[src/hdl/glyph_box_width_splitter_macros.svh]
// ----------------------------------------------------------------------------
// Glyph box width splitter assertion macros
// Shared concurrent assertion forms, clocked on clk_i, off while in reset.
// ----------------------------------------------------------------------------
`ifndef GLYPH_BOX_WIDTH_SPLITTER_MACROS_SVH
`define GLYPH_BOX_WIDTH_SPLITTER_MACROS_SVH

// Same-cycle implication.
`define GBWS_ASSERT_NOW(label, ante, cons, msg) \
  label: assert property (@(posedge clk_i) disable iff (!rst_ni) (ante) |-> (cons)) \
    else $error(msg);

// Next-cycle implication.
`define GBWS_ASSERT_NEXT(label, ante, cons, msg) \
  label: assert property (@(posedge clk_i) disable iff (!rst_ni) (ante) |=> (cons)) \
    else $error(msg);

`endif

[src/hdl/gbws_pkg.sv]
// ----------------------------------------------------------------------------
// Glyph box width splitter package
// Widths, command and state codes, and control structs shared by the block.
// ----------------------------------------------------------------------------
`default_nettype none

package gbws_pkg;

  localparam int COORD_BITS = 12;
  localparam int MAX_BOXES  = 65535;
  localparam int MAX_PARTS  = 64;
  localparam int MIN_SPLIT  = 2;

  localparam int SUM_W   = 28;
  localparam int CNT_W   = $clog2(MAX_BOXES + 1);
  localparam int PARTS_W = $clog2(MAX_PARTS + 1);
  localparam int DIV_W   = SUM_W;
  localparam int STEP_W  = $clog2(DIV_W + 1);
  localparam int TDATA_W = ((4 * COORD_BITS + 7) / 8) * 8;
  localparam int IUSER_W = 2;
  localparam int OUSER_W = 2;

  typedef enum logic [1:0] {
    CMD_ACC   = 2'd0,
    CMD_SPLIT = 2'd1,
    CMD_CLEAR = 2'd2
  } cmd_e;

  typedef enum logic [2:0] {
    ST_IDLE,
    ST_DIV_AVG,
    ST_DIV_QUO,
    ST_DIV_PART,
    ST_EMIT
  } state_e;

  typedef enum logic [1:0] {
    DSEL_AVG,
    DSEL_QUO,
    DSEL_PART
  } dsel_e;

  // Status from the datapath to the sequencer.
  typedef struct packed {
    logic             in_fire;
    logic [1:0]       cmd;
    logic             count_zero;
    logic             div_done;
    logic             quo_zero;
    logic             quo_lt_min;
    logic             slot_free;
    logic             last_slice;
  } gbws_stat_t;

  // Controls from the sequencer to the datapath.
  typedef struct packed {
    logic  in_ready;
    logic  acc_en;
    logic  clr_en;
    logic  div_start;
    dsel_e div_sel;
    logic  single_load;
    logic  noavg;
    logic  slices_load;
    logic  sw_load;
    logic  emit_en;
  } gbws_ctrl_t;

endpackage

`default_nettype wire

[src/hdl/gbws_divider.sv]
// ----------------------------------------------------------------------------
// Glyph box width splitter divider
// Restoring divider, one quotient bit per cycle, step count chosen per start.
// ----------------------------------------------------------------------------
`default_nettype none

module gbws_divider
  import gbws_pkg::*;
(
  input  wire logic              clk_i,
  input  wire logic              rst_ni,
  input  wire logic              start_i,
  input  wire logic [STEP_W-1:0] steps_i,
  input  wire logic [DIV_W-1:0]  dividend_i,
  input  wire logic [DIV_W-1:0]  divisor_i,
  output logic                   busy_o,
  output logic                   done_o,
  output logic [DIV_W-1:0]       quo_o
);

  logic              busy_q, busy_d;
  logic              done_q, done_d;
  logic [STEP_W-1:0] cnt_q, cnt_d;
  logic [DIV_W-1:0]  rem_q, rem_d;
  logic [DIV_W-1:0]  quo_q, quo_d;
  logic [DIV_W-1:0]  dvs_q, dvs_d;
  logic [DIV_W:0]    trial;
  logic [DIV_W:0]    diff;
  logic              fits;

  assign trial = {rem_q, quo_q[DIV_W-1]};
  assign diff  = trial - {1'b0, dvs_q};
  assign fits  = (trial >= {1'b0, dvs_q});

  always_comb begin
    busy_d = busy_q;
    done_d = 1'b0;
    cnt_d  = cnt_q;
    rem_d  = rem_q;
    quo_d  = quo_q;
    dvs_d  = dvs_q;
    if (start_i) begin
      busy_d = 1'b1;
      cnt_d  = steps_i;
      rem_d  = '0;
      quo_d  = dividend_i;
      dvs_d  = divisor_i;
    end else if (busy_q) begin
      rem_d = fits ? diff[DIV_W-1:0] : trial[DIV_W-1:0];
      quo_d = {quo_q[DIV_W-2:0], fits};
      cnt_d = cnt_q - STEP_W'(1);
      if (cnt_q == STEP_W'(1)) begin
        busy_d = 1'b0;
        done_d = 1'b1;
      end
    end
  end

  always_ff @(posedge clk_i or negedge rst_ni) begin
    if (!rst_ni) begin
      busy_q <= 1'b0;
      done_q <= 1'b0;
      cnt_q  <= '0;
    end else begin
      busy_q <= busy_d;
      done_q <= done_d;
      cnt_q  <= cnt_d;
    end
  end

  always_ff @(posedge clk_i) begin
    rem_q <= rem_d;
    quo_q <= quo_d;
    dvs_q <= dvs_d;
  end

  assign busy_o = busy_q;
  assign done_o = done_q;
  assign quo_o  = quo_q;

endmodule

`default_nettype wire

[src/hdl/gbws_fsm.sv]
// ----------------------------------------------------------------------------
// Glyph box width splitter sequencer
// Steps one split item through up to three divisions and the slice emission,
// and applies accumulate and clear commands.
`default_nettype none

module gbws_fsm
  import gbws_pkg::*;
(
  input  wire logic       clk_i,
  input  wire logic       rst_ni,
  input  wire gbws_stat_t stat_i,
  output gbws_ctrl_t      ctrl_o,
  output state_e          state_o
);

  state_e state_q, state_d;

  always_comb begin
    state_d = state_q;
    case (state_q)
      ST_IDLE: begin
        if (stat_i.in_fire && (stat_i.cmd == CMD_SPLIT)) begin
          state_d = stat_i.count_zero ? ST_EMIT : ST_DIV_AVG;
        end
      end
      ST_DIV_AVG: begin
        if (stat_i.div_done) begin
          state_d = stat_i.quo_zero ? ST_EMIT : ST_DIV_QUO;
        end
      end
      ST_DIV_QUO: begin
        if (stat_i.div_done) begin
          state_d = stat_i.quo_lt_min ? ST_EMIT : ST_DIV_PART;
        end
      end
      ST_DIV_PART: begin
        if (stat_i.div_done) begin
          state_d = ST_EMIT;
        end
      end
      ST_EMIT: begin
        if (stat_i.slot_free && stat_i.last_slice) begin
          state_d = ST_IDLE;
        end
      end
      default: state_d = ST_IDLE;
    endcase
  end

  always_comb begin
    ctrl_o = '0;
    ctrl_o.div_sel = DSEL_AVG;
    case (state_q)
      ST_IDLE: begin
        ctrl_o.in_ready = 1'b1;
        if (stat_i.in_fire) begin
          case (stat_i.cmd)
            CMD_ACC:   ctrl_o.acc_en = 1'b1;
            CMD_CLEAR: ctrl_o.clr_en = 1'b1;
            CMD_SPLIT: begin
              if (stat_i.count_zero) begin
                ctrl_o.single_load = 1'b1;
                ctrl_o.noavg       = 1'b1;
              end else begin
                ctrl_o.div_start = 1'b1;
                ctrl_o.div_sel   = DSEL_AVG;
              end
            end
            default: ;
          endcase
        end
      end
      ST_DIV_AVG: begin
        if (stat_i.div_done) begin
          if (stat_i.quo_zero) begin
            ctrl_o.single_load = 1'b1;
            ctrl_o.noavg       = 1'b1;
          end else begin
            ctrl_o.div_start = 1'b1;
            ctrl_o.div_sel   = DSEL_QUO;
          end
        end
      end
      ST_DIV_QUO: begin
        if (stat_i.div_done) begin
          if (stat_i.quo_lt_min) begin
            ctrl_o.single_load = 1'b1;
          end else begin
            ctrl_o.div_start   = 1'b1;
            ctrl_o.div_sel     = DSEL_PART;
            ctrl_o.slices_load = 1'b1;
          end
        end
      end
      ST_DIV_PART: begin
        ctrl_o.sw_load = stat_i.div_done;
      end
      ST_EMIT: begin
        ctrl_o.emit_en = stat_i.slot_free;
      end
      default: ;
    endcase
  end

  always_ff @(posedge clk_i or negedge rst_ni) begin
    if (!rst_ni) begin
      state_q <= ST_IDLE;
    end else begin
      state_q <= state_d;
    end
  end

  assign state_o = state_q;

endmodule

`default_nettype wire

[src/hdl/glyph_box_width_splitter.sv]
// ----------------------------------------------------------------------------
// Glyph box width splitter
// Averages glyph box widths and cuts wide boxes into equal-width slices.
// ----------------------------------------------------------------------------
// Input stream: tuser carries the command (accumulate, split, clear), tlast
// the word-end flag, tdata the box edges. Each split item yields one output
// item per slice on the output stream; tlast marks the final slice of a box.
// Accumulate, clear and unused commands yield nothing.
// A split runs on one shared restoring divider, one quotient bit a cycle:
// average = sum / count (28 steps), quotient = width / average (12 steps),
// slice width = width / slices (12 steps). Slices then leave one per cycle
// while the receiver takes them (n slices, n at most 64); the split item
// ends early with a single slice when there is no average or the quotient
// is below 2.
// The input is not ready while a split is in flight. The output register
// holds an item while tready is low and the sequencer waits on it; the next
// input item can be accepted while the last slice still waits there.
// Reset clears the width sum, the box count, the sequencer and the output
// valid flag.
// ----------------------------------------------------------------------------
`default_nettype none

module glyph_box_width_splitter
  import gbws_pkg::*;
(
  input  wire logic               clk_i,
  input  wire logic               rst_ni,
  input  wire logic               s_axis_tvalid_i,
  output logic                    s_axis_tready_o,
  // left_x, top_y, right_x, bottom_y from bit 0 up
  input  wire logic [TDATA_W-1:0] s_axis_tdata_i,
  // cmd
  input  wire logic [IUSER_W-1:0] s_axis_tuser_i,
  // word_end
  input  wire logic               s_axis_tlast_i,
  output logic                    m_axis_tvalid_o,
  input  wire logic               m_axis_tready_i,
  // out_left_x, out_top_y, out_right_x, out_bottom_y from bit 0 up
  output logic [TDATA_W-1:0]      m_axis_tdata_o,
  // out_word_end, no_average from bit 0 up
  output logic [OUSER_W-1:0]      m_axis_tuser_o,
  // last_part
  output logic                    m_axis_tlast_o
);

  localparam int CB = COORD_BITS;
  localparam int PAD_W = DIV_W - CB;
  localparam logic [PARTS_W-1:0] MAX_PARTS_V = PARTS_W'(MAX_PARTS);
  localparam logic [CNT_W-1:0]   MAX_BOXES_V = CNT_W'(MAX_BOXES);

  gbws_stat_t stat;
  gbws_ctrl_t ctrl;
  state_e     state;

  logic [CB-1:0] in_lx, in_ty, in_rx, in_by, in_w;
  logic          in_fire;

  logic [SUM_W-1:0]   sum_q, sum_d;
  logic [CNT_W-1:0]   cnt_q, cnt_d;
  logic [SUM_W:0]     sum_add;

  logic [CB-1:0]      ty_q, rx_q, by_q, w_q, sw_q, left_q;
  logic               we_q;
  logic [PARTS_W-1:0] n_q, idx_q, parts;
  logic               noavg_q;

  logic [STEP_W-1:0]  div_steps;
  logic [DIV_W-1:0]   div_dividend, div_divisor, div_quo;
  logic               div_busy, div_done;
  logic               in_div_state;

  logic               out_valid_q;
  logic [CB-1:0]      o_lx_q, o_ty_q, o_rx_q, o_by_q;
  logic               o_last_q, o_we_q, o_noavg_q;
  logic               last_slice;

  assign in_lx   = s_axis_tdata_i[0*CB +: CB];
  assign in_ty   = s_axis_tdata_i[1*CB +: CB];
  assign in_rx   = s_axis_tdata_i[2*CB +: CB];
  assign in_by   = s_axis_tdata_i[3*CB +: CB];
  assign in_w    = (in_rx >= in_lx) ? (in_rx - in_lx) : '0;
  assign in_fire = s_axis_tvalid_i && (state == ST_IDLE);

  // Clamp the slice count to the limit.
  assign parts = (div_quo > DIV_W'(MAX_PARTS)) ? MAX_PARTS_V : div_quo[PARTS_W-1:0];
  assign last_slice = (idx_q == (n_q - PARTS_W'(1)));

  assign stat.in_fire    = in_fire;
  assign stat.cmd        = s_axis_tuser_i[1:0];
  assign stat.count_zero = (cnt_q == '0);
  assign stat.div_done   = div_done;
  assign stat.quo_zero   = (div_quo == '0);
  assign stat.quo_lt_min = (div_quo < DIV_W'(MIN_SPLIT));
  assign stat.slot_free  = !out_valid_q || m_axis_tready_i;
  assign stat.last_slice = last_slice;

  gbws_fsm u_fsm (
    .clk_i   (clk_i),
    .rst_ni  (rst_ni),
    .stat_i  (stat),
    .ctrl_o  (ctrl),
    .state_o (state)
  );

  always_comb begin
    div_steps    = STEP_W'(DIV_W);
    div_dividend = sum_q;
    div_divisor  = DIV_W'(cnt_q);
    case (ctrl.div_sel)
      DSEL_AVG: begin
        div_steps    = STEP_W'(DIV_W);
        div_dividend = sum_q;
        div_divisor  = DIV_W'(cnt_q);
      end
      DSEL_QUO: begin
        // Dividend sits in the top bits so only CB steps are needed.
        div_steps    = STEP_W'(CB);
        div_dividend = {w_q, {PAD_W{1'b0}}};
        div_divisor  = div_quo;
      end
      DSEL_PART: begin
        div_steps    = STEP_W'(CB);
        div_dividend = {w_q, {PAD_W{1'b0}}};
        div_divisor  = DIV_W'(parts);
      end
      default: ;
    endcase
  end

  gbws_divider u_div (
    .clk_i      (clk_i),
    .rst_ni     (rst_ni),
    .start_i    (ctrl.div_start),
    .steps_i    (div_steps),
    .dividend_i (div_dividend),
    .divisor_i  (div_divisor),
    .busy_o     (div_busy),
    .done_o     (div_done),
    .quo_o      (div_quo)
  );

  // Running width sum and box count, both saturating.
  assign sum_add = {1'b0, sum_q} + (SUM_W + 1)'(in_w);

  always_comb begin
    sum_d = sum_q;
    cnt_d = cnt_q;
    if (ctrl.clr_en) begin
      sum_d = '0;
      cnt_d = '0;
    end else if (ctrl.acc_en) begin
      sum_d = sum_add[SUM_W] ? '1 : sum_add[SUM_W-1:0];
      if (cnt_q != MAX_BOXES_V) begin
        cnt_d = cnt_q + CNT_W'(1);
      end
    end
  end

  always_ff @(posedge clk_i or negedge rst_ni) begin
    if (!rst_ni) begin
      sum_q <= '0;
      cnt_q <= '0;
    end else begin
      sum_q <= sum_d;
      cnt_q <= cnt_d;
    end
  end

  // Box and slice working registers.
  always_ff @(posedge clk_i) begin
    if (in_fire) begin
      ty_q   <= in_ty;
      rx_q   <= in_rx;
      by_q   <= in_by;
      w_q    <= in_w;
      we_q   <= s_axis_tlast_i;
      left_q <= in_lx;
    end else if (ctrl.emit_en) begin
      left_q <= left_q + sw_q;
    end
    if (ctrl.single_load) begin
      n_q     <= PARTS_W'(1);
      noavg_q <= ctrl.noavg;
    end else if (ctrl.slices_load) begin
      n_q     <= parts;
      noavg_q <= 1'b0;
    end
    if (ctrl.single_load || ctrl.slices_load) begin
      idx_q <= '0;
    end else if (ctrl.emit_en) begin
      idx_q <= idx_q + PARTS_W'(1);
    end
    if (ctrl.sw_load) begin
      sw_q <= div_quo[CB-1:0];
    end
  end

  // Output register.
  always_ff @(posedge clk_i or negedge rst_ni) begin
    if (!rst_ni) begin
      out_valid_q <= 1'b0;
    end else if (ctrl.emit_en) begin
      out_valid_q <= 1'b1;
    end else if (m_axis_tready_i) begin
      out_valid_q <= 1'b0;
    end
  end

  always_ff @(posedge clk_i) begin
    if (ctrl.emit_en) begin
      o_lx_q    <= left_q;
      o_ty_q    <= ty_q;
      o_rx_q    <= last_slice ? rx_q : (left_q + sw_q);
      o_by_q    <= by_q;
      o_last_q  <= last_slice;
      o_we_q    <= last_slice && we_q;
      o_noavg_q <= noavg_q;
    end
  end

  always_comb begin
    m_axis_tdata_o = '0;
    m_axis_tdata_o[0*CB +: CB] = o_lx_q;
    m_axis_tdata_o[1*CB +: CB] = o_ty_q;
    m_axis_tdata_o[2*CB +: CB] = o_rx_q;
    m_axis_tdata_o[3*CB +: CB] = o_by_q;
  end

  assign m_axis_tuser_o  = {o_noavg_q, o_we_q};
  assign m_axis_tlast_o  = o_last_q;
  assign m_axis_tvalid_o = out_valid_q;
  assign s_axis_tready_o = ctrl.in_ready;

  assign in_div_state = (state == ST_DIV_AVG) || (state == ST_DIV_QUO) ||
                        (state == ST_DIV_PART);

`include "glyph_box_width_splitter_macros.svh"

  `GBWS_ASSERT_NOW(a_ready_div_idle, s_axis_tready_o, !div_busy, "ready while dividing")
  `GBWS_ASSERT_NOW(a_done_in_div, div_done, in_div_state, "divider done outside a division")
  `GBWS_ASSERT_NOW(a_noavg_single, m_axis_tvalid_o && m_axis_tuser_o[1], m_axis_tlast_o, "no-avg")
  `GBWS_ASSERT_NEXT(a_emit_fills, ctrl.emit_en, m_axis_tvalid_o, "emitted slice not presented")

endmodule

`default_nettype wire
[config.mk]
export PLATFORM = sky130hd
export DESIGN_NAME = glyph_box_width_splitter
export DESIGN_NICKNAME = d
export VERILOG_FILES = /design/src/hdl/gbws_pkg.sv /design/src/hdl/gbws_divider.sv /design/src/hdl/gbws_fsm.sv /design/src/hdl/glyph_box_width_splitter.sv
export VERILOG_INCLUDE_DIRS = /design/src /design/src/hdl
export SDC_FILE = /design/constraint.sdc
export NUM_CORES = 1
export LEC_CHECK = 0
export ABC_AREA = 1
export BUFFER_PORTS_ARGS = -buffer_cell sky130_fd_sc_hd__buf_2
export CAP_MARGIN = 25
export CORE_MARGIN = 10
export CORE_UTILIZATION = 27
export CTS_CLUSTER_SIZE = 20
export DETAILED_ROUTE_END_ITERATION = 12
export SLEW_MARGIN = 30
export SYNTH_ARGS = -nofsm -noshare
export SYNTH_HDL_FRONTEND = slang
export SYNTH_HIERARCHICAL = 1
export SYNTH_SLANG_ARGS = --single-unit
[constraint.sdc]
create_clock -name clk_i -period 5.82 [get_ports clk_i]
set_input_delay 0.582 -clock clk_i [delete_from_list [all_inputs] [get_ports clk_i]]
set_output_delay 0.582 -clock clk_i [all_outputs]
set_load 0.03 [all_outputs]
# Word level (Yosys, flattened, before mapping)
# Cells that the tools add are included.
totals:
  regBits: 278
  in_bits: 55
  output_inout_bits: 53
  word_cells: 133
classes:
  add_sub_neg: 8
  n_lt_le_gt_ge: 4
  eq_ne: 16
  muxes: 58
  n_reduce_logical: 20
ops:
  columns: ["operator", "count"]
  rows:
  - ["2-to-1 mux 28 bit", 7]
  - ["case mux 28 bit (2 select lines)", 1]
  - ["2-to-1 mux 12 bit", 4]
  - ["2-to-1 mux 16 bit", 3]
  - ["2-to-1 mux 3 bit", 12]
  - ["adder 28 x 12 -> 29 bit", 1]
  - [">= comparator 29 x 28 -> 1 bit", 1]
  - ["greater-than comparator 28 x 7 -> 1 bit (second input constant)", 1]
  - ["zero test 28 bit", 1]
  - ["< comparator 28 x 2 -> 1 bit (second input constant)", 1]
  - ["subtractor 28 bit", 1]
  - ["2-to-1 mux 5 bit", 5]
  - ["2-to-1 mux 1 bit", 18]
  - ["adder 16 x 1 -> 16 bit (second input constant)", 1]
  - ["zero test 16 bit", 1]
  - ["!= test 16 bit (second input constant)", 1]
  - ["case mux 3 bit (5 select lines)", 1]
  - ["2-to-1 mux 7 bit", 2]
  - ["adder 12 bit", 1]
  - [">= comparator 12 bit", 1]
  - ["case mux 4 bit (3 select lines)", 1]
  - ["nonzero test 2 bit", 6]
  - ["subtractor 12 bit", 1]
  - ["!= test 2 x 1 -> 1 bit (second input constant)", 5]
  - ["21 further kinds", 29]

# Depth between registers and ports, before layout
logic_depth:
  ltp_word: 9
  depth_mapped: 26
  ltp_nobuf: 25

# Modules after synthesis
# Netlist, hierarchy kept.
by_module_without_submodules:
  columns: ["module", "instances", "cells_each", "area_each_um2", "seq_area_each_um2"]
  rows:
  - ["glyph_box_width_splitter", 1, 1236, 10413.7, 5159.9]
  - ["gbws_divider", 1, 828, 5916.9, 2417.3]
  - ["gbws_fsm", 1, 56, 335.3, 75.1]

# Worst setup path before layout
# OpenSTA, ideal clock, no wires.
synth_timing:
  path_kind: "register to register"
  from: "register u_fsm.state_q[0] (netlist: u_fsm/state_o[0])"
  to: "register u_div.quo_q[0] (netlist: u_div/quo_o[0]), enable pin"
  setup_time_ns: 0.403
  arrival_ns: 4.787
  t_required_ns: 5.417
  path_slack_ns: 0.630
  stages_incl_launch_ff: 12
  n_path_buf: 3
  period_less_slack_ns: 5.190
  path_cell_list: "dfrtp_1 -> nor3_1 -> and2_1 -> clkbuf_1 -> nand2_1 -> nor2_1 -> nand3_1 -> nand2_1 -> clkbuf_1 -> nor2_1 -> inv_1 -> clkbuf_1"
synth_rtl:
  columns: ["element", "line_no", "source"]
  rows:
  - ["start: declaration", "gbws_fsm.sv:17", "state_e state_q, state_d;"]
  - ["start signal: assignment", "gbws_fsm.sv:110", "state_q <= state_d;"]
  - ["end signal: assignment", "gbws_divider.sv:73", "quo_q <= quo_d;"]
  - ["end: declaration", "gbws_divider.sv:25", "logic [DIV_W-1:0] quo_q, quo_d;"]

==> results.py <==
metrics = {
    "global_routing": {
        "global_route.usage.met3": 0.0172,
        "grt_pass1_vias": 13286,
        "total_global_routing_overflow": 0,
        "grtUsageTotal": 0.123,
        "grt_pass1_wl_mm": 70.8,
        "grt_start_max_net_pins": 65,
        "grt_antenna_before_repair": 4,
        "grt_util_met2": 0.205,
        "gr-max-usage-layer": "met2",
        "globalRouteMet1Util": 0.157,
    },
    "clocking": {
        "tritoncts.num_buffers": 34,
        "worst_setup_hold_path_clk_slew_ns": 0.06,
        "cts_resized": 0,
        "cts.sinks": 278,
        "clock_insertion_delay_worst_skew_ns": 0.55,
        "clock_path_buffers": 3,
        "cts_tree": "yes",
        "cts-root-buf": "sky130_fd_sc_hd__clkbuf_16",
        "post_cts.repair.setup_buffers": 0,
        "cts_hold_buf": 0,
        "h_tree_level_count": 2,
    },
    "logic_synthesis": {
        "yosys.cell_types.count": 59,
        "ys_seq_area_frac": 0.459,
        "post_synth_instance_area_um2": 16700,
        "post_synth.cell_area_avg_um2": 7.86,
        "async_reset_ff_frac": 0.198,
        "yosysWarnings": 6,
        "synth-edff-count": 181,
        "synth_ff_type": "sky130_fd_sc_hd__edfxtp_1",
        "syn-instance-count": 2120,
        "synth.ff_latch_count": 278,
    },
    "critical_path": {
        "reg2regPathDepth": 14,
        "start_kind": "register",
        "critical_path_required_ns": 6.27,
        "worst_setup_path_startpoint": "u_div/quo_o[22]",
        "crit_path_cell_trace": "nor2_1 > nand2_1 > nor3_1 > nand2_1 > nor3_1 > inv_1 > nand3_2 > nor2_4 > nor2_1 > nand2_2 > buf_4 > nor2_2 > clkinv_1 > o211ai_1",
        "worst_setup_path_category": "reg2reg",
        "rr_startpoint": "u_div/quo_o[22]",
        "arrival_time_worst_endpoint_ns": 4.71,
        "worstSetupEndpointType": "register",
        "crit_path_max_incr_delay_ns": 0.77,
        "critPathCapture": "u_div/cnt_q[3]",
        "cpMaxStageDelayCell": "sky130_fd_sc_hd__clkinv_1",
        "crit-reg2reg-capture": "u_div/cnt_q[3]",
        "crit_path_max_fanout": 64,
        "reg2reg_slack_ns": 1.55,
    },
    "routing": {
        "detail_route.vias_per_cell": 4.50,
        "drc_errors": 0,
        "detail_route.wirelength_mm": 43.7,
        "route.detailed.wl_per_inst_um": 14.3,
        "ant_nets": 0,
        "drt_pass1_iterations": 5,
        "drt_iter0_markers": 872,
        "route.vias.total": 13738,
    },
    "floorplanning": {
        "floorplan.core_area_um2": 61400,
        "floorplan.rows": 91,
        "die_area_um2": 72100,
        "floorplan.initialDensity": 0.272,
        "pin_count": 108,
        "fp.dieW_um": 268,
        "die_h_um": 268,
    },
    "sta": {
        "timing.fmax_ghz": 0.234,
        "tns_ns": 0,
        "rsz0062_at_grt": "no",
        "finalHoldViolCount": 0,
        "headroom_to_the_max_slew_limit": 0.356,
        "min_period_ns": 4.27,
        "final-setup-viol-count": 0,
        "finalCritPeriodShare": 0.733,
        "finalMaxSlewViolations": 0,
        "worstMarginPinSlew_ns": 0.963,
        "finClkSkew_ns": 0.0116,
    },
    "worst_hold_path": {
        "hold_removal_path_class": "in2async",
    },
    "finish": {
        "most_common_cell_after_layout_fill_and_taps_aside": "sky130_fd_sc_hd__nand2_1",
        "num-fill-cells": 6462,
        "multi_input_area_um2": 7560,
        "nets": 2361,
        "syn_to_final_growth_pct": 15.4,
        "layout.area.seq_um2": 7650,
        "final-instance-count-excl-fill": 3050,
        "drive_above_1_share": 0.121,
        "layout_common_cells": "sky130_fd_sc_hd__nand2_1 (725), sky130_fd_sc_hd__inv_1 (307), sky130_fd_sc_hd__edfxtp_1 (181)",
    },
    "status": {
        "run_status": "completed",
    },
    "pwr": {
        "worst_ir_drop_on_vdd_mv": 0.172,
        "power.total_mw": 9.68,
        "p_leak_nw": 9.19,
        "power.density_cell_area_nw_per_um2": 503,
    },
    "job": {
        "max-cap-violations": 0,
    },
    "placed_design": {
        "placed_cells_incl_taps": 2985,
        "dp_hpwl_mm": 33.5,
        "placement.io_buffers": 107,
        "gp_congestion": 0.892,
    },
}
cell families after synthesis:
kind of cell / share of synthesized area
AOI/OAI and AO/OA: 0.0604
xor gates and xnor gates: 0.0271
adders and majority gates: 0.0581
buffers and inverters: 0.0887
DFF: 0.459
other: 0.000451
and+or+nand+nor: 0.306
synthesized netlist by cell type, types with 31 or more instances:
cell type | count | share of area
sky130_fd_sc_hd__a21oi_1 | 52 | 0.016
sky130_fd_sc_hd__dfrtp_1 | 55 | 0.083
sky130_fd_sc_hd__dfxtp_1 | 42 | 0.050
sky130_fd_sc_hd__edfxtp_1 | 181 | 0.33
sky130_fd_sc_hd__ha_1 | 71 | 0.053
sky130_fd_sc_hd__inv_1 | 308 | 0.069
sky130_fd_sc_hd__nand2_1 | 726 | 0.16
sky130_fd_sc_hd__nand3_1 | 154 | 0.046
sky130_fd_sc_hd__nand4_1 | 35 | 0.013
sky130_fd_sc_hd__nor2_1 | 135 | 0.030
sky130_fd_sc_hd__nor2_2 | 31 | 0.012
sky130_fd_sc_hd__o21ai_0 | 68 | 0.020
worst min path at each step:
| stage | start | end | slack [ns] | cells past startpoint |
|---|---|---|---|---|
| after global routing | s_axis_tdata_i[46] | by_q[10] | 0.19 | 1 |
| final | rst_ni | sum_q[17] | 0.18 | 2 |
| after global placement | ty_q[0] | o_ty_q[0] | 0.40 | 0 |
| after CTS | s_axis_tdata_i[46] | by_q[10] | 0.18 | 1 |
| after detailed placement | by_q[1] | o_by_q[1] | 0.41 | 0 |
| after floorplan | rst_ni | cnt_q[0] | 0.29 | 0 |
state kept, by name, summed over array words and instances, names as in the netlist, 16 cells and up:
signal	count
u_div/quo_o	28
u_div/dvs_q	28
cnt_q	16
u_div/rem_q	28
sum_q	28
worst max-delay path: cells and delay by family (launching register included):
kind / cells / cell delay, ns
compound gates: 1 / 0.39
flops: 1 / 0.41
simple gates: 10 / 2.15
buf+inv: 3 / 1.19
report_power, final:
group,switching (mW),internal (mW),leakage [nW]
combinational,2.74,1.33,5.84
sequential,0.431,2.91,2.77
clock,0.860,1.41,0.581
total,4.03,5.65,9.19
area by class of cell:
cell class                 instances  share of cell area
antenna                            3            0.000390
clock buffer                      46              0.0487
clock inverter                    16              0.0136
inverter                         323              0.0632
multi-input combinational       1477               0.393
sequential                       278               0.398
tap                              790              0.0514
timing repair buffer             117              0.0317
per-layer routing:
| layer | share of wire | wire, um |
|---|---|---|
| met5 | 0.00046 | 20 |
| met4 | 0.030 | 1310 |
| met3 | 0.038 | 1680 |
| met2 | 0.47 | 20700 |
| met1 | 0.46 | 20000 |
stage by stage:
step	setup slack, ns	hold slack (ns)	utilization	instance area, um2
5_1_grt	1.09	0.190	0.313	19200
3_5_place_dp	1.57	0.405	0.294	18000
2_1_floorplan	0.630	0.286	-	16700
3_3_place_gp	1.71	0.401	0.294	18000
6_report	1.55	0.178	0.313	19200
4_1_cts	1.55	0.180	0.313	19200
Note: power is estimated with default switching activity, not from simulation.
